File: config.mk
export PLATFORM = sky130hd
export DESIGN_NAME = lbt_fifo
export DESIGN_NICKNAME = d
export VERILOG_FILES = /design/src/hw/rtl/lbt_fifo.sv
export SDC_FILE = /design/constraint.sdc
export NUM_CORES = 1
export LEC_CHECK = 0
export ABC_CLOCK_PERIOD_IN_PS = 2120
export BUFFER_PORTS_ARGS = -buffer_cell sky130_fd_sc_hd__buf_4
export CAP_MARGIN = 5
export CORE_ASPECT_RATIO = 1.1
export CORE_MARGIN = 1
export CORE_UTILIZATION = 34
export CTS_CLUSTER_SIZE = 25
export DETAILED_ROUTE_END_ITERATION = 6
export GPL_ROUTABILITY_DRIVEN = 1
export PLACE_DENSITY_LB_ADDON = 0.15
export SYNTH_ARGS = -nofsm -noshare
export SYNTH_HDL_FRONTEND = slang
export SYNTH_SLANG_ARGS = --single-unit
File: constraint.sdc
create_clock -name clk_i -period 2.12 [get_ports clk_i]
set_input_delay 0.424 -clock clk_i [delete_from_list [all_inputs] [get_ports clk_i]]
set_output_delay 0.424 -clock clk_i [all_outputs]
set_load 0.005 [all_outputs]
File: src/hw/rtl/lbt_fifo.sv
// ----------------------------------------------------------------------------
// lbt_fifo
// Short job queue between the front end and the table engine.
// ----------------------------------------------------------------------------
module lbt_fifo #(
  parameter int WIDTH = 8,
  parameter int DEPTH = 2
) (
  input  logic             clk_i,
  input  logic             rst_ni,
  input  logic             push_i,
  input  logic [WIDTH-1:0] data_i,
  input  logic             pop_i,
  output logic [WIDTH-1:0] data_o,
  output logic             full_o,
  output logic             empty_o
);

  localparam int PTR_W = (DEPTH > 1) ? $clog2(DEPTH) : 1;
  localparam int CNT_W = $clog2(DEPTH + 1);
  localparam logic [PTR_W-1:0] LAST = PTR_W'(DEPTH - 1);

  logic [WIDTH-1:0] mem_q [DEPTH];
  logic [PTR_W-1:0] wr_ptr_q, rd_ptr_q;
  logic [CNT_W-1:0] count_q;

  assign full_o  = (count_q == CNT_W'(DEPTH));
  assign empty_o = (count_q == '0);
  assign data_o  = mem_q[rd_ptr_q];

  always_ff @(posedge clk_i or negedge rst_ni) begin
    if (!rst_ni) begin
      wr_ptr_q <= '0;
      rd_ptr_q <= '0;
      count_q  <= '0;
    end else begin
      if (push_i) begin
        wr_ptr_q <= (wr_ptr_q == LAST) ? '0 : wr_ptr_q + 1'b1;
      end
      if (pop_i) begin
        rd_ptr_q <= (rd_ptr_q == LAST) ? '0 : rd_ptr_q + 1'b1;
      end
      if (push_i && !pop_i) begin
        count_q <= count_q + 1'b1;
      end else if (pop_i && !push_i) begin
        count_q <= count_q - 1'b1;
      end
    end
  end

  always_ff @(posedge clk_i) begin
    if (push_i) begin
      mem_q[wr_ptr_q] <= data_i;
    end
  end

endmodule

# Word level (Yosys, flattened, before mapping)
# Memories as Yosys holds them, arrays and structs flattened.
# Cells that the tools add are included.
[classes]
reduce_logical = 6
eq_ne = 1
mux = 6
addsub = 4
[op_table]
columns = ["cell", "n"]
rows = [
  ["2-to-1 mux 1 bit", 4],
  ["2-to-1 mux 2 bit", 2],
  ["adder 1 bit (second input constant)", 2],
  ["adder 2 x 1 -> 2 bit (second input constant)", 1],
  ["equality test 2 bit (second input constant)", 1],
  ["logical AND 1 bit", 2],
  ["logical NOT 1 bit", 2],
  ["logical NOT 2 bit", 1],
  ["nonzero test 2 bit", 1],
  ["subtractor 2 x 1 -> 2 bit (second input constant)", 1],
]
[totals]
inputBits = 12
output_inout_bits = 10
register_bits = 4
ramBits = 16
mem_count = 1
wordCells = 21
[memory_table]
columns = ["memory", "words", "word_bits", "read_ports", "rd_ports_with_merged_regs", "wr", "line", "rtl"]
rows = [
  ["mem_q", 2, 8, 1, 0, 1, "23", "logic [WIDTH-1:0] mem_q [DEPTH];"],
]

# Logic depth before layout (Yosys ltp)
[depth]
word_depth = 4
mapped_depth = 5
mapped_depth_nobuf = 5

# Worst setup path after synthesis
# Ideal clock, no wire load.
[synth_path]
path_type = "input-to-reg"
start = "input port push_i"
end = "memory mem_q[0][0], enable pin"
setup_ns = 0.373
n_path_buf = 0
setup_slack_ns = 0.903
arrival_time_ns = 0.844
required_ns = 1.747
stages = 1
path_cell_list = "nor2b_1"
[synth_via]
elab_chain_cells = 2
[synth_lines]
columns = ["item", "line", "rtl"]
rows = [
  ["start: declaration", "11", "input logic push_i,"],
  ["2-to-1 mux 1 bit", "52", "if (push_i) begin"],
  ["2-to-1 mux 1 bit (implied by the code)", "53", "mem_q[wr_ptr_q] <= data_i;"],
  ["end: declaration", "23", ""],
]
# Every way passes these cells.

# Worst setup path after layout
[layout_path]
start = "register rd_ptr_q"
end = "output port data_o[5]"
[layout_via]
elab_chain_cells = 1
[layout_lines]
columns = ["item", "line", "rtl"]
rows = [
  ["start: declaration", "24", "logic [PTR_W-1:0] wr_ptr_q, rd_ptr_q;"],
  ["start signal: assignment", "41", "rd_ptr_q <= (rd_ptr_q == LAST) ? '0 : rd_ptr_q + 1'b1;"],
  ["memory read (2 x 8 bit)", "--", ""],
  ["end: declaration", "14", "output logic [WIDTH-1:0] data_o,"],
]
# Every way passes these cells.

==> results.ini <==
[sta]
finalSetupTns_ps=0
period_share=0.862
final_period_minus_worst_setup_slack_ps=1830
fin_ws_ps=292
worst-slew-pin-transition_ps=396
timing.fmax_ghz=0.547
grt_setup_unrepaired=false
fin_worst_skew_ps=4.56
max_slew_violation_total_from_the_final_report=0
hold_viol_final=0
slew_headroom=0.736
setup-violations-final=0

[synthesis]
syn-instance-count=41
post_synth_cell_types=12
synthesis.yosys.warnings=0
synth-xor-area-share=0.0568
postSynthNetCount=54
seq_area_frac_synth=0.753
synth.avg_cell_area_sq_um=18.8
synth.mux.area_fraction=0.117
synth-simple-area-share=0.0373
combinational_family_with_the_most_area_after_synthesis=multiplexers
ys_ff_latch=20
synthAdderAreaFrac=0.0162
share_of_the_synthesized_area_in_compound_gates_ao_oa_aoi_oai=0
syn-cell-area_sq_um=771

[worst_hold_path]
whs_endpoint=rd_ptr_q
timing.hold.worst.class=input port to flop
min_delay_path_depth=2
hold_path.startpoint=pop_i

[floorplan]
row_count=17
die_area_sq_um=2460
die_y_microns=51.9
floorplan.io_pins=22
die_w_microns=47.4
core_sq_um=2060
start_util=0.374

[clock_tree]
cts-buffers-inserted=3
cts_sinks=20
htreeDepth=1
clkTransAtPathRegs_ps=110
clk_latency_ps=290
postCtsSetupRepairBufs=0
tritoncts=yes
clock_tree.root_cell=sky130_fd_sc_hd__clkbuf_4
cts_resized=0
clock_tree.buffer_depth=2
cts_hold_buf=1

[power_and_ir_drop]
max-vdd-ir-drop_mv=0.534
swShare=0.261
pwr-share-clk=0.183
switch_pwr_uw=306
power.share.combinational=0.298
internal_power_uw=864
total_power_uw=1170
power_density_nw_per_um2=1160
seqPwrFrac=0.518
power.static_leakage_uw=0.000408

[global_route]
overflow=0
antenna_violations_before_repair=0
grt_use_total=0.115
grt_pass1_wl_mm=1.90
grt_start_max_net_pins=12
via_count_of_the_first_global_routing_pass=441

[setup_path]
critical_path.startpoint_type=flop
setup.worst_path.end_class=output pin
worstReg2RegEnd=mem_q[1][3]
worst_r2r_path_depth=1
critical_path_class=flop to output pin
critPathRequiredTime_ps=1700
crit_path_max_fanout=9
timing.reg2reg.setup_slack_ps=1020
worst_r2r_startpoint=wr_ptr_q
wp_data_arrival_ps=1400

[place]
place_ws_ps=601
port_buffers=21
hpwl_microns=801
place_congestion=0.578

[job]
drv_cap=0

[route]
vias=425
avgViaCountPerCell=4.47
drc=0
drt_first_iter_violations=4
avgRoutedWirePerCell_microns=11.6
detail_route.wirelength_mm=1.10
postRouteAntennaNets=0
total_iterations_of_the_first_detailed_routing_run=4

[finish]
share_of_final_layout_standard_cells_stronger_than_drive_strength_1=0.522
nets=81
final_common_cell=sky130_fd_sc_hd__buf_4
antenna_cells=0
layout_stage_area_growth_over_the_synthesis_result_pct=30.5
layout_common_cells=sky130_fd_sc_hd__buf_4 (22), sky130_fd_sc_hd__edfxtp_1 (16), sky130_fd_sc_hd__mux2_2 (8)

[outcome]
run_status=completed

==> critical path, cell delays in order (launching register included) <==
cell and delay, ps:
sky130_fd_sc_hd__dfrtp_1 590, sky130_fd_sc_hd__mux2_2 390, sky130_fd_sc_hd__buf_4 130
==> sequential cells by signal (all words and copies together) (netlist names) <==
register and count:
rd_ptr_q 1, count_q 2, mem_q 16, wr_ptr_q 1
==> power groups by stage <==
stage / clock [uW] / combinational, uW / sequential [uW]
finish: 215 / 349 / 606
global route: 237 / 385 / 622
CTS: 223 / 356 / 609
detailed placement: 0 / 353 / 617
global placement: 0 / 348 / 616
floorplan: 0 / 223 / 577
==> layout make-up <==
| class | count | area, sq um |
|---|---|---|
| well taps | 28 | 35.0 |
| repair buffers | 23 | 175 |
| multi-input cells | 19 | 175 |
| fillers | 201 | 1060 |
| inverters | 1 | 3.75 |
| flip-flops and latches | 20 | 581 |
| clock buffers | 4 | 36.3 |
==> through the flow <==
| stage | cell area (sq um) | instances | util | hold WS, ps |
|---|---|---|---|---|
| 5_1_grt | 1010 | 95 | 0.488 | 282 |
| 3_5_place_dp | 960 | 90 | 0.465 | 225 |
| 3_3_place_gp | 960 | 90 | 0.465 | 226 |
| 6_report | 1010 | 95 | 0.488 | 300 |
| 4_1_cts | 1010 | 95 | 0.488 | 288 |
| 2_1_floorplan | 771 | 41 | - | 128 |
==> worst max path at each step <==
stage               depth (start not counted)     start     endpoint  slack [ps]
floorplan                                   1    push_i  mem_q[0][0]         900
global placement                            2  rd_ptr_q    data_o[5]         610
detailed placement                          2  rd_ptr_q    data_o[5]         600
CTS                                         2  rd_ptr_q    data_o[5]         250
global route                                2  rd_ptr_q    data_o[2]         210
finish                                      2  rd_ptr_q    data_o[5]         290
==> per-layer routing <==
layer / vias up / GRT usage / part of all wire
met5: - / 0 / 0
met4: 0 / 0.0571 / 0.0036
met3: 2 / 0.0382 / 0.073
met2: 17 / 0.164 / 0.51
met1: 206 / 0.152 / 0.41
li1: 200 / - / -
==> logic make-up after synthesis <==
group         after synthesis
mux                         8
flops                      20
fa+ha+maj                   1
xor+xnor                    5
buf+inv                     2
simple gates                5
==> Yosys cell counts <==
library cell               instances  area [sq um]
sky130_fd_sc_hd__edfxtp_1         16           480
sky130_fd_sc_hd__mux2_2            8          90.1
sky130_fd_sc_hd__xnor2_1           1          8.76
sky130_fd_sc_hd__dfrtp_1           4           100
sky130_fd_sc_hd__inv_1             1          3.75
sky130_fd_sc_hd__nor2b_1           1          6.26
sky130_fd_sc_hd__xor2_1            4          35.0
sky130_fd_sc_hd__buf_6             1          11.3
sky130_fd_sc_hd__ha_1              1          12.5
sky130_fd_sc_hd__and2b_2           1          8.76
sky130_fd_sc_hd__and2_1            1          6.26
sky130_fd_sc_hd__nor2_1            2          7.51
Note: power is estimated with default switching activity, not from simulation.
