--- src/hw/rtl/lbt_pkg.sv ---
// ----------------------------------------------------------------------------
// lbt_pkg
// Shared types and constants of the label table branch unit.
// ----------------------------------------------------------------------------
package lbt_pkg;

  localparam int TABLE_SLOTS_DEF    = 256;
  localparam int CODE_ADDR_BITS_DEF = 16;
  localparam int QUEUE_DEPTH        = 2;
  localparam int LABEL_W            = 32;
  localparam int POS_W              = 16;

  typedef enum logic [1:0] {
    ACT_MARK    = 2'd0,
    ACT_GOTO    = 2'd1,
    ACT_IF_ZERO = 2'd2,
    ACT_IF_NEG  = 2'd3
  } action_e;

  typedef enum logic [2:0] {
    ST_OK       = 3'd0,
    ST_FULL     = 3'd1,
    ST_DUP      = 3'd2,
    ST_NOTFOUND = 3'd3,
    ST_EMPTY    = 3'd4
  } status_e;

  // work for the back end: table insert, table lookup, or result already known
  typedef enum logic [1:0] {
    OP_MARK   = 2'd0,
    OP_LOOKUP = 2'd1,
    OP_DONE   = 2'd2
  } op_e;

  typedef struct packed {
    action_e             action;
    logic signed [31:0]  label;
    logic [15:0]         code_pos;
    logic                stack_nonempty;
    logic signed [31:0]  stack_top;
  } cmd_t;

  typedef struct packed {
    status_e      status;
    logic         jump_taken;
    logic [15:0]  target_pc;
  } res_t;

  typedef struct packed {
    op_e                  op;
    status_e              status;
    logic [LABEL_W-1:0]   label;
    logic [POS_W-1:0]     code_pos;
  } job_t;

endpackage

--- src/hw/rtl/lbt_front.sv ---
// ----------------------------------------------------------------------------
// lbt_front
// Command intake: classifies each command and computes the home slot.
// ----------------------------------------------------------------------------
module lbt_front #(
  parameter int TABLE_SLOTS = 256
) (
  input  logic                              clk_i,
  input  logic                              rst_ni,
  input  logic                              start,
  output logic                              busy,
  input  lbt_pkg::cmd_t                     cmd_i,
  input  logic                              clearing_i,
  output logic                              push_o,
  output logic [$bits(lbt_pkg::job_t)+$clog2(TABLE_SLOTS)-1:0] push_data_o,
  input  logic                              full_i
);
  import lbt_pkg::*;

  localparam int  SB   = $clog2(TABLE_SLOTS);
  localparam bit  POW2 = (TABLE_SLOTS & (TABLE_SLOTS - 1)) == 0;
  // byte fold sum stays below 3 * 255 * 65535 + 65535 + 255 < 2**26
  localparam int  TW   = 26;
  localparam int  PW   = 2 * TW + 1;
  localparam int  SH   = TW + SB;
  localparam int  QW   = PW - SH;
  localparam logic [63:0]   NL  = 64'(TABLE_SLOTS);
  localparam logic [TW-1:0] C1  = TW'((64'd1 << 8) % NL);
  localparam logic [TW-1:0] C2  = TW'((64'd1 << 16) % NL);
  localparam logic [TW-1:0] C3  = TW'((64'd1 << 24) % NL);
  localparam logic [TW-1:0] CN  = TW'((NL - (64'd1 << 32) % NL) % NL);
  localparam logic [TW:0]   RCP = (TW + 1)'(((64'd1 << SH) + NL - 64'd1) / NL);
  localparam logic [TW-1:0] NT  = TW'(TABLE_SLOTS);

  logic           hold_q;
  logic           mod_busy_q;
  logic           step_q;
  job_t           job_q, job_d;
  logic [SB-1:0]  home_q;
  logic [TW-1:0]  fold_q, fold_d;
  logic [QW-1:0]  q_q, q_d;
  logic [PW-1:0]  prod;
  logic [TW-1:0]  rem_d;
  logic           accept;
  logic           cond;

  assign busy        = hold_q | clearing_i;
  assign accept      = start && !busy;
  assign push_o      = hold_q && !mod_busy_q && !full_i;
  assign push_data_o = {home_q, job_q};

  always_comb begin
    job_d          = '0;
    job_d.label    = cmd_i.label;
    job_d.code_pos = cmd_i.code_pos;
    job_d.status   = ST_OK;
    cond = (cmd_i.action == ACT_IF_ZERO) ? (cmd_i.stack_top == 32'sd0) : cmd_i.stack_top[31];
    case (cmd_i.action)
      ACT_MARK: job_d.op = OP_MARK;
      ACT_GOTO: job_d.op = OP_LOOKUP;
      ACT_IF_ZERO, ACT_IF_NEG: begin
        if (!cmd_i.stack_nonempty) begin
          job_d.op     = OP_DONE;
          job_d.status = ST_EMPTY;
        end else if (cond) begin
          job_d.op = OP_LOOKUP;
        end else begin
          job_d.op = OP_DONE;
        end
      end
      default: job_d.op = OP_DONE;
    endcase
  end

  // non power of two sizes: fold the label bytes with 2**(8k) mod N (negative
  // labels add N - 2**32 mod N), then take the remainder by reciprocal multiply
  always_comb begin
    fold_d = TW'(cmd_i.label[7:0]) + TW'(cmd_i.label[15:8]) * C1 +
             TW'(cmd_i.label[23:16]) * C2 + TW'(cmd_i.label[31:24]) * C3 +
             (cmd_i.label[31] ? CN : '0);
    prod   = PW'(fold_q) * PW'(RCP);
    q_d    = prod[PW-1:SH];
    rem_d  = fold_q - TW'(q_q) * NT;
  end

  always_ff @(posedge clk_i or negedge rst_ni) begin
    if (!rst_ni) begin
      hold_q     <= 1'b0;
      mod_busy_q <= 1'b0;
    end else begin
      if (accept) begin
        hold_q     <= 1'b1;
        mod_busy_q <= !POW2 && (job_d.op != OP_DONE);
      end else begin
        if (push_o) begin
          hold_q <= 1'b0;
        end
        if (mod_busy_q && step_q) begin
          mod_busy_q <= 1'b0;
        end
      end
    end
  end

  always_ff @(posedge clk_i) begin
    if (accept) begin
      job_q  <= job_d;
      home_q <= cmd_i.label[SB-1:0];
      fold_q <= fold_d;
      step_q <= 1'b0;
    end else if (mod_busy_q) begin
      step_q <= 1'b1;
      if (!step_q) begin
        q_q <= q_d;
      end else begin
        home_q <= rem_d[SB-1:0];
      end
    end
  end

endmodule

--- config.mk ---
export PLATFORM = sky130hd
export DESIGN_NAME = lbt_front
export DESIGN_NICKNAME = d
export VERILOG_FILES = /design/src/hw/rtl/lbt_pkg.sv /design/src/hw/rtl/lbt_front.sv
export SDC_FILE = /design/constraint.sdc
export NUM_CORES = 1
export LEC_CHECK = 0
export ABC_AREA = 0
export BUFFER_PORTS_ARGS = -buffer_cell sky130_fd_sc_hd__buf_2
export CORE_ASPECT_RATIO = 1.4
export CORE_MARGIN = 1
export CORE_UTILIZATION = 40
export DETAILED_ROUTE_END_ITERATION = 8
export GPL_TIMING_DRIVEN = 0
export PLACE_DENSITY_LB_ADDON = 0.3
export SYNTH_ARGS = -nofsm -noshare
export SYNTH_HDL_FRONTEND = slang
export SYNTH_SLANG_ARGS = --single-unit
--- constraint.sdc ---
create_clock -name clk_i -period 2.67 [get_ports clk_i]
set_input_delay 0 -clock clk_i [delete_from_list [all_inputs] [get_ports clk_i]]
set_output_delay 0 -clock clk_i [all_outputs]
set_load 0.05 [all_outputs]
# After elaboration in Yosys (flattened, before gate mapping)
# Cells that the tools add are included.
[classes]
n_eq_ne = 3
muxes = 12
bitwise = 1
n_reduce_logical = 15
[ops]
columns = ["op", "count"]
rows = [
  ["zero test 32 bit", 1],
  ["two-way mux 8 bit", 3],
  ["nonzero test 2 bit", 4],
  ["one-hot mux 2 bit (3 select lines)", 1],
  ["two-way mux 1 bit", 5],
  ["== test 2 bit (second input constant)", 2],
  ["logical AND 1 bit", 4],
  ["two-way mux 2 bit", 2],
  ["zero test 1 bit", 3],
  ["two-way mux 3 bit", 1],
  ["== test 2 x 1 -> 1 bit (second input constant)", 1],
  ["zero test 2 bit", 1],
  ["AND reduction 2 bit", 1],
  ["OR reduction 2 bit", 1],
  ["OR 1 bit", 1],
]
[totals]
regBits = 72
wordCells = 40

# Logic depth before layout (Yosys ltp)
# Gate-level depths: netlist (run 1).
[logic_depth]
depth_word = 5
ltp_mapped = 3
depth_no_buf = 3

# Worst setup path before layout (run 1)
# No wires, ideal clock.
[synth_path]
path_type = "flip-flop to flip-flop"
startpoint = "register hold_q"
endpoint = "register home_q[0] (data pin)"
setup_ps = 260
arrival_ps = 1729
required_ps = 2410
setup_slack_ps = 681
path_stages_with_launch = 4
cell_sequence = "dfrtp_1 > or2_4 > nor2_8 > mux2_2"
[synth_via]
elab_chain_cells = 4
[synth_lines]
columns = ["element", "line_no", "rtl"]
rows = [
  ["start, declared", "lbt_front.sv:35", "logic hold_q;"],
  ["start signal, assigned", "lbt_front.sv:88", "hold_q <= 1'b0;"],
  ["start signal, assigned", "lbt_front.sv:92", "hold_q <= 1'b1;"],
  ["start signal, assigned", "lbt_front.sv:96", "hold_q <= 1'b0;"],
  ["OR 1 bit", "lbt_front.sv:47", "assign busy = hold_q | clearing_i;"],
  ["net busy", "lbt_front.sv:11", "output logic busy,"],
  ["zero test 1 bit", "lbt_front.sv:48", "assign accept = start && !busy;"],
  ["logical AND 1 bit", "lbt_front.sv:48", ""],
  ["net accept", "lbt_front.sv:44", "logic accept;"],
  ["two-way mux 8 bit", "lbt_front.sv:106", "if (accept) begin"],
  ["end signal, assigned", "lbt_front.sv:108", "home_q <= cmd_i.label[SB-1:0];"],
  ["end signal, assigned", "lbt_front.sv:116", "home_q <= rem_d[SB-1:0];"],
  ["end, declared", "lbt_front.sv:39", "logic [SB-1:0] home_q;"],
]
# The timed path passes the listed nets, and every way through them passes these cells.
# A chain may end at the register's enable or synchronous reset.

# Final worst setup path (run 1)
[layout_path]
startpoint = "register hold_q"
endpoint = "register home_q[7] (data pin)"
[layout_via]
elab_chain_cells = 4
[layout_lines]
columns = ["element", "line_no"]
rows = [
  ["OR 1 bit", "lbt_front.sv:47"],
  ["zero test 1 bit", "lbt_front.sv:48"],
  ["logical AND 1 bit", "lbt_front.sv:48"],
  ["net accept", "lbt_front.sv:44"],
  ["two-way mux 8 bit", "lbt_front.sv:106"],
]
# The timed path passes the listed nets, and every way through them passes these cells.

==> results of run 1 <==
-- through the flow --
step                      util (%)  hold WS [ns]  power (uW)  std cells
after global routing          73.1        0.0300        2210        376
after detailed placement      59.0        -0.224        1430        307
after floorplan                  -        -0.296        1320         95
after global placement        59.0        -0.225        1430        307
after CTS                     73.1        0.0106        2160        376
final                         73.1        0.0270        2130        376
-- worst max-delay path: stages, from the launching register on --
cell and delay (ns):
dfrtp_1 0.39, or2_4 0.26, nor2_8 0.76, mux2_2 0.42
-- final timing paths --
check | slack (ns) | endpoint
max in group asynchronous | 2.04 | hold_q$_DFFE_PN0P_
setup reg to reg | 0.55 | home_q[7]$_DFFE_PP_
setup / recovery | 0.55 | home_q[7]$_DFFE_PP_
hold / removal | 0.03 | push_data_o[50]$_SDFFCE_PP0P_
min in group asynchronous | 0.53 | hold_q$_DFFE_PN0P_
hold reg to reg | 0.50 | hold_q$_DFFE_PN0P_
-- layout by cell type (no fill, tap or decap), types with 7 or more instances in the layout --
cell           Yosys  routed
clkbuf_8           0       9
edfxtp_1          59      59
mux2_2             8       8
dlygate4sd3_1      0      53
nor4_1             7       7
buf_2              0     148
-- sequential cells by signal (all words and copies together), names as in the netlist --
signal / count
push_data_o: 51
hold_q: 1
home_q: 8
-- power groups by stage --
stage | clock, uW | sequential (uW) | combinational [uW]
3_3_place_gp | 0 | 1120 | 309
5_1_grt | 713 | 1100 | 393
6_report | 654 | 1100 | 374
4_1_cts | 681 | 1100 | 375
3_5_place_dp | 0 | 1120 | 314
2_1_floorplan | 0 | 1260 | 61.0
-- final cells by class --
type,instances,area [um2],share of cell area [%]
clock buffer,11,131,3.66
multi-input combinational,32,265,7.38
tap,64,80.1,2.23
inverter,1,3.75,0.104
buffer,2,15.0,0.418
timing repair buffer,201,1270,35.4
sequential,60,1800,50.0
clock inverter,5,28.8,0.801
-- logic make-up after synthesis --
logic type | Yosys count | share of synthesized area (%)
and+or+nand+nor | 18 | 6.39
other | 1 | 0.181
AOI/OAI and AO/OA | 4 | 1.69
DFF | 60 | 86.5
muxes | 8 | 4.34
buffers and inverters | 3 | 0.903
-- layer usage --
layer | share of wire, % | track usage (%) | up-vias
met5 | 0 | 0 | -
met1 | 33 | 17.1 | 771
met2 | 59 | 38.4 | 100
met4 | 1.8 | 9.51 | 0
met3 | 6.8 | 5.24 | 9
li1 | - | - | 806
==> reports/metrics.yaml, run 1 <==
pwr:
  p_leak_uw: 0.00154
  pwr-share-clk_pct: 30.7
  swShare_pct: 26.6
  combPwrFrac_pct: 17.6
  p_sw_uw: 567
  vdd_drop_max_uv: 379
  seq_power_share_pct: 51.7
  intPower_uw: 1560
  power-per-cell-area_mw_per_mm2: 593
yosys:
  yosysSeqAreaShare_pct: 86.5
  async_reset_ff_share_pct: 1.67
  syn-cell-area_mm2: 0.00208
  synth_seq_cells: 60
  synth_cell_types: 20
  synthCells: 94
  ys.flop_type: "edfxtp_1"
  synth_top_area_share_pct: 85.3
  synthTopCellsByCount: "59 x edfxtp_1, 8 x mux2_2, 7 x nor4_1"
  synth.avg_cell_area_um2: 22.1
  ys_top_cells_by_area: "edfxtp_1 85%, mux2_2 4.3%, nor4_1 2.1%"
  synth_edf_count: 59
  synth_top_area_cell: "edfxtp_1"
  synth.most_common_cell: "edfxtp_1"
  yosys_warnings: 0
drt:
  num_vias: 1686
  routedWlPerCell_um: 13.6
  drt_iter0_drc: 86
  wl_um: 5120
  viasPerCell: 4.48
  drtAntennaViolNets: 0
  drt_first_pass_iters: 4
  route.detailed.drc: 0
sta:
  rsz0062_at_grt: "no"
  setup_ws_ns: 0.551
  maxSlewViolCount: 0
  slew_headroom_pct: 31.8
  fin_crit_sh_pct: 79.4
  setup-tns-final_ns: 0
  period_minus_slack_ns: 2.12
  hold_viol_final: 0
  setup_viol: 0
  max_slew.worst_pin.slew_ns: 1.02
  fmax_mhz: 472
  skew_ns: 0.00527
flow_run:
  drv_cap: 0
final_layout:
  nets: 395
  syn_to_final_growth_pct: 73.0
  num_antenna_cells: 0
  drive_gt1_share_pct: 56.1
  fill_cells: 330
  final_cell_area_mm2: 0.00359
placement:
  placed_area_mm2: 0.00290
  gp_congestion: 0.801
  dp_hpwl_um: 3340
  io_buffers: 148
  place_ws_ns: 0.546
clock_tree:
  clockBufferDepth: 2
  clk_pin_slew_ns: 0.06
  root_buffer: "clkbuf_8"
  cts_tree: "built"
  worstSkewPairLatency_ns: 0.32
  htree_levels: 3
  cts_resized: 0
  cts_made_buffers: 9
  holdBufCountCts: 53
  cts.sinks: 60
  post_cts_buffers: 0
floorplan:
  coreArea_mm2: 0.00492
  die_w_um: 62.9
  pin_count: 151
  die-area_mm2: 0.00549
  die_y_um: 87.3
  rows: 30
  start_util_pct: 42.2
global_route:
  grt_max_degree: 69
  grt_antenna_before_repair: 0
  grtUsageTotal_pct: 19.2
  grt_pass1_wl_um: 7530
  grt_pass1_vias: 1680
  grt_overflow_total: 0
worst_setup_path:
  startpoint: "hold_q$_DFFE_PN0P_"
  timing.rr.start: "hold_q$_DFFE_PN0P_"
  reg2reg_depth: 3
  end_kind: "flip-flop"
  cp_max_fo: 68
  crit_type: "reg2reg"
  crit_arrival_ns: 2.19
  start_kind: "flip-flop"
  worstPathRequired_ns: 2.74
worst_hold_path:
  hold_depth: 2
  hp-start: "cmd_i[82]"
  hp-class: "in2reg"
run_status:
  status: "finished clean"
No activity file was read; power rests on OpenSTA's default activity.
==> run 2: changes to the inputs <==
--- a/config.mk
+++ b/config.mk
@@ -5,7 +5,7 @@
 export SDC_FILE = /design/constraint.sdc
 export NUM_CORES = 1
 export LEC_CHECK = 0
-export ABC_AREA = 0
+export ABC_AREA = 1
 export BUFFER_PORTS_ARGS = -buffer_cell sky130_fd_sc_hd__buf_2
 export CORE_ASPECT_RATIO = 1.4
 export CORE_MARGIN = 1
==> constraint.sdc (replaced) <==
create_clock -name clk_i -period 2.1 [get_ports clk_i]
set_input_delay 0 -clock clk_i [delete_from_list [all_inputs] [get_ports clk_i]]
set_output_delay 0 -clock clk_i [all_outputs]
set_load 0.05 [all_outputs]
==> reports/metrics.yaml, run 2 <==
sta:
  slew_headroom_pct: 50.0
  fin_crit_sh_pct: 80.5
  fmax_mhz: 591
  max_slew.worst_pin.slew_ns: 0.751
  hold_viol_final: 0
  period_minus_slack_ns: 1.69
  setup_viol: 0
  rsz0062_at_grt: "no"
  skew_ns: 0.00590
  hold_ws_ns: 0.0318
  maxSlewViolCount: 0
  setup-tns-final_ns: 0
yosys:
  synthCells: 133
  async_reset_ff_share_pct: 1.67
  synth.avg_cell_area_um2: 15.8
  synth_cell_types: 15
  yosys_warnings: 0
  ys_top_cells_by_area: "edfxtp_1 84%, nand2_1 6.1%, nor2_1 4.1%"
  synth_top_area_cell: "edfxtp_1"
  yosysSeqAreaShare_pct: 85.5
  synth.most_common_cell: "edfxtp_1"
  synth_top_area_share_pct: 84.3
  synth_edf_count: 59
  ys.flop_type: "edfxtp_1"
  synth_seq_cells: 60
  syn-cell-area_mm2: 0.00210
  synthTopCellsByCount: "59 x edfxtp_1, 34 x nand2_1, 23 x nor2_1"
worst_setup_path:
  timing.rr.start: "hold_q$_DFFE_PN0P_"
  slowest_delay_ns: 0.61
  crit_type: "reg2reg"
  reg2reg_depth: 3
  crit_chain: "nor2_1 -> nand2_2 -> inv_4"
  slowest_stage: "inv_4"
  r2r_end: "push_data_o[5]$_DFFE_PP_"
  start_kind: "flip-flop"
  end_kind: "flip-flop"
  worstPathRequired_ns: 2.05
  cp_max_fo: 67
  crit_arrival_ns: 1.64
  rrSetupSlack_ns: 0.41
global_route:
  grtUsageTotal_pct: 19.1
  grt_max_degree: 68
  grt_pass1_vias: 1677
  grt_overflow_total: 0
  grt_antenna_before_repair: 0
  grt_pass1_wl_um: 7520
drt:
  drt_first_pass_iters: 4
  wl_um: 5280
  viasPerCell: 4.33
  routedWlPerCell_um: 12.7
  route.detailed.drc: 0
  drt_iter0_drc: 69
  drtAntennaViolNets: 0
  num_vias: 1799
final_layout:
  final_common_cell: "buf_2"
  final_cell_mix: "148 x buf_2, 59 x edfxtp_1, 53 x dlygate4sd3_1"
  largest_register_ffs: 51
  nets: 434
  drive_gt1_share_pct: 49.3
  syn_to_final_growth_pct: 73.6
  utilization_pct: 73.7
  num_antenna_cells: 0
clock_tree:
  htree_levels: 3
  worstSkewPairLatency_ns: 0.32
  clk_pin_slew_ns: 0.06
  cts_made_buffers: 9
  cts_tree: "built"
  clockBufferDepth: 2
  root_buffer: "clkbuf_8"
  post_cts_buffers: 0
  cts.sinks: 60
placement:
  dp_hpwl_um: 3170
  gp_congestion: 0.756
  io_buffers: 148
floorplan:
  coreArea_mm2: 0.00495
  die_w_um: 63.3
  start_util_pct: 42.4
  pin_count: 151
  die_y_um: 87.8
  rows: 30
  die-area_mm2: 0.00555
pwr:
  power-per-cell-area_mw_per_mm2: 911
  vdd_drop_max_uv: 495
  p_leak_uw: 0.00163
worst_hold_path:
  hp-start: "cmd_i[81]"
  hp-class: "in2reg"
  hold_end: "push_data_o[51]$_DFFE_PP_"
  hold_depth: 3
run_status:
  status: "finished clean"
flow_run:
  drv_cap: 0
==> run 2: changes by cell type in the layout (fill, tap and decap cells not counted), sizes merged, moves of 5 or more <==
cell and change:
nand2 +35, nor2 +23, mux2 -8, nor4 -8, inv +5
==> run 2: cell type report <==
| type | count | area [um2] |
|---|---|---|
| plain buffers | 2 | 15.0 |
| clock buffers | 9 | 124 |
| clock inverters | 7 | 66.3 |
| fillers | 336 | 1310 |
| inverters | 5 | 21.3 |
| multi-input cells | 67 | 275 |
| flip-flops and latches | 60 | 1800 |
| well taps | 64 | 80.1 |
| repair buffers | 201 | 1270 |
==> run 2: cells by family (layout without fill, tap and decap cells) <==
group	Yosys count	in the layout	share of synthesized area, %
compound gates	5	5	1.67
buf+inv	7	224	1.61
flops	60	60	85.5
other cells	1	2	0.178
simple gates	60	60	11.1
==> run 2: timing repair <==
item                                    4_1_cts  5_1_grt
gates resized for setup                       0        2
hold endpoints to repair                     60        0
hold buffers                                 53        0
endpoints found under the setup margin        0       67
==> run 2: worst max-delay path by stage <==
stage / startpoint / endpoint / slack [ns] / cells past startpoint
finish: hold_q$_DFFE_PN0P_ / push_data_o[5]$_DFFE_PP_ / 0.41 / 3
global route: hold_q$_DFFE_PN0P_ / home_q[2]$_DFFE_PP_ / 0.26 / 5
CTS: hold_q$_DFFE_PN0P_ / push_data_o[51]$_DFFE_PP_ / 0.03 / 3
detailed placement: hold_q$_DFFE_PN0P_ / push_data_o[34]$_DFFE_PP_ / 0.03 / 3
global placement: hold_q$_DFFE_PN0P_ / push_data_o[9]$_DFFE_PP_ / 0.07 / 3
floorplan: hold_q$_DFFE_PN0P_ / home_q[0]$_DFFE_PP_ / 0.35 / 3
==> run 2: critical path, delay by kind of cell, from the launching register on <==
family	cells	cell delay [ns]
buffers and inverters	1	0.61
DFF	1	0.37
and+or+nand+nor	2	0.33
==> run 2: through the flow <==
step / power [uW] / cell area [um2] / worst slack (ns) / instances
2_1_floorplan: 2080 / 2110 / 0.355 / 134
3_3_place_gp: 2280 / 2930 / 0.0702 / 346
3_5_place_dp: 2300 / 2930 / 0.0333 / 346
4_1_cts: 3340 / 3650 / 0.0256 / 415
5_1_grt: 3440 / 3650 / 0.257 / 415
6_report: 3330 / 3650 / 0.409 / 415
==> run 2: layer usage <==
layer / share of wire (%) / GRT usage [%] / up-vias / routed length [um]
met5: 0 / 0 / - / 0
met4: 3.2 / 11.2 / 0 / 168
met3: 7.4 / 7.29 / 14 / 393
met2: 55 / 34.7 / 112 / 2900
met1: 35 / 18.4 / 786 / 1830
li1: - / - / 887 / -
==> run 2: power breakdown <==
part,internal (uW),total [uW],switching (uW),leakage (uW)
Clock,542,973,430,0.0000992
Combinational,227,839,612,0.000975
Sequential,1480,1520,33.8,0.000556
==> run 3: changes to the inputs <==
--- a/config.mk
+++ b/config.mk
@@ -5,11 +5,11 @@
 export SDC_FILE = /design/constraint.sdc
 export NUM_CORES = 1
 export LEC_CHECK = 0
-export ABC_AREA = 1
+export ABC_AREA = 0
 export BUFFER_PORTS_ARGS = -buffer_cell sky130_fd_sc_hd__buf_2
 export CORE_ASPECT_RATIO = 1.4
 export CORE_MARGIN = 1
-export CORE_UTILIZATION = 40
+export CORE_UTILIZATION = 36
 export DETAILED_ROUTE_END_ITERATION = 8
 export GPL_TIMING_DRIVEN = 0
 export PLACE_DENSITY_LB_ADDON = 0.3
==> constraint.sdc (replaced) <==
create_clock -name clk_i -period 1.5 [get_ports clk_i]
set_input_delay 0 -clock clk_i [delete_from_list [all_inputs] [get_ports clk_i]]
set_output_delay 0 -clock clk_i [all_outputs]
set_load 0.05 [all_outputs]
==> reports/metrics.yaml, run 3 (same netlist as run 1, synthesis figures left out) <==
final_layout:
  utilization_pct: 69.1
  fill_cells: 383
  final_cell_area_mm2: 0.00382
  nets: 409
  syn_to_final_growth_pct: 83.9
  drive_gt1_share_pct: 58.0
  final_cell_mix: "148 x buf_2, 59 x edfxtp_1, 53 x dlygate4sd3_1"
  final_common_cell: "buf_2"
  num_antenna_cells: 0
  largest_register_ffs: 51
floorplan:
  pin_count: 151
  die_y_um: 91.9
  die-area_mm2: 0.00608
  coreArea_mm2: 0.00553
  die_w_um: 66.2
  start_util_pct: 37.6
  rows: 32
worst_setup_path:
  worstPathRequired_ns: 1.58
  slowest_delay_ns: 0.38
  crit_type: "reg2reg"
  end_kind: "flip-flop"
  crit_arrival_ns: 1.51
  rrSetupSlack_ns: 0.07
  start_kind: "flip-flop"
  r2r_end: "home_q[2]$_DFFE_PP_"
  reg2reg_depth: 3
  timing.rr.start: "hold_q$_DFFE_PN0P_"
  crit_chain: "or2_4 -> nor2_8 -> mux2_4"
  slowest_stage: "dfrtp_1"
  cp_max_fo: 5
global_route:
  grt_overflow_total: 0
  grtUsageTotal_pct: 19.8
  grt_antenna_before_repair: 0
  grt_pass1_vias: 1878
  grt_max_degree: 14
  grt_pass1_wl_um: 8450
sta:
  period_minus_slack_ns: 1.43
  setup-tns-final_ns: 0
  hold_viol_final: 0
  fin_crit_sh_pct: 95.6
  maxSlewViolCount: 0
  rsz0062_at_grt: "no"
  slew_headroom_pct: 65.0
  setup_viol: 0
  skew_ns: 0.00509
  max_slew.worst_pin.slew_ns: 0.525
  fmax_mhz: 697
clock_tree:
  htree_levels: 3
  worstSkewPairLatency_ns: 0.32
  cts.sinks: 60
  cts_tree: "built"
  clk_pin_slew_ns: 0.06
  cts_made_buffers: 9
  root_buffer: "clkbuf_8"
  clockBufferDepth: 2
worst_hold_path:
  hold_depth: 3
  hp-class: "in2reg"
  hp-start: "cmd_i[81]"
  hold_end: "push_data_o[51]$_DFFE_PP_"
drt:
  viasPerCell: 4.45
  routedWlPerCell_um: 14.4
  drt_first_pass_iters: 4
  drtAntennaViolNets: 0
  drt_iter0_drc: 82
  route.detailed.drc: 0
  num_vias: 1755
  wl_um: 5690
pwr:
  total_power_uw: 4050
  p_leak_uw: 0.00166
  vdd_drop_max_uv: 591
  power-per-cell-area_mw_per_mm2: 1060
run_status:
  status: "finished clean"
placement:
  placed_area_mm2: 0.00291
  gp_congestion: 0.714
  io_buffers: 148
flow_run:
  drv_cap: 0
==> run 3: power breakdown <==
part           internal [uW]  switching (uW)
sequential              1940            20.3
combinational            308             448
clock                    749             584
total                   3000            1050
==> run 3: stage by stage <==
step	hold WS, ns	std cells	setup slack, ns
global route	0.0156	394	0.0247
CTS	0.00246	393	-0.0406
floorplan	-0.296	95	-0.489
detailed placement	-0.219	311	-0.658
global placement	-0.225	311	-0.601
finish	0.00851	394	0.0663
==> run 3: cell type report <==
class	instances	area (um2)	area share (%)
buffer	2	15.0	0.393
clock buffer	10	128	3.34
clock inverter	6	55.1	1.44
inverter	1	3.75	0.0983
multi-input combinational	36	340	8.91
sequential	60	1800	47.0
tap	68	85.1	2.23
timing repair buffer	211	1400	36.6
==> run 3: worst max path at each step <==
stage	start	endpoint	slack (ns)
4_1_cts	hold_q$_DFFE_PN0P_	home_q[2]$_DFFE_PP_	-0.04
5_1_grt	hold_q$_DFFE_PN0P_	home_q[3]$_DFFE_PP_	0.02
3_3_place_gp	hold_q$_DFFE_PN0P_	home_q[6]$_DFFE_PP_	-0.60
2_1_floorplan	hold_q$_DFFE_PN0P_	home_q[0]$_DFFE_PP_	-0.49
6_report	hold_q$_DFFE_PN0P_	home_q[2]$_DFFE_PP_	0.07
3_5_place_dp	hold_q$_DFFE_PN0P_	home_q[2]$_DFFE_PP_	-0.66
==> run 3: critical path, delay by kind of cell, from the launching register on <==
kind          cells  cell delay [ns]
flops             1             0.38
mux               1             0.32
simple gates      2             0.49
==> run 3: timing repair <==
item / in CTS / in global routing
setup buffers: 9 / 1
hold buffers: 53 / 0
gates resized for setup: 9 / 0
gates cloned: 4 / 0
setup endpoints to repair: 68 / 8
pin swaps: 5 / 2
hold endpoints to repair: 59 / 0
==> run 3: layer usage <==
metal  share of wire [%]  up-vias  track usage [%]
li1                    -      834                -
met1                  34      801             18.7
met2                  57      105             36.6
met3                 5.9       15             4.35
met4                 3.2        0             12.8
met5                   0        -                0
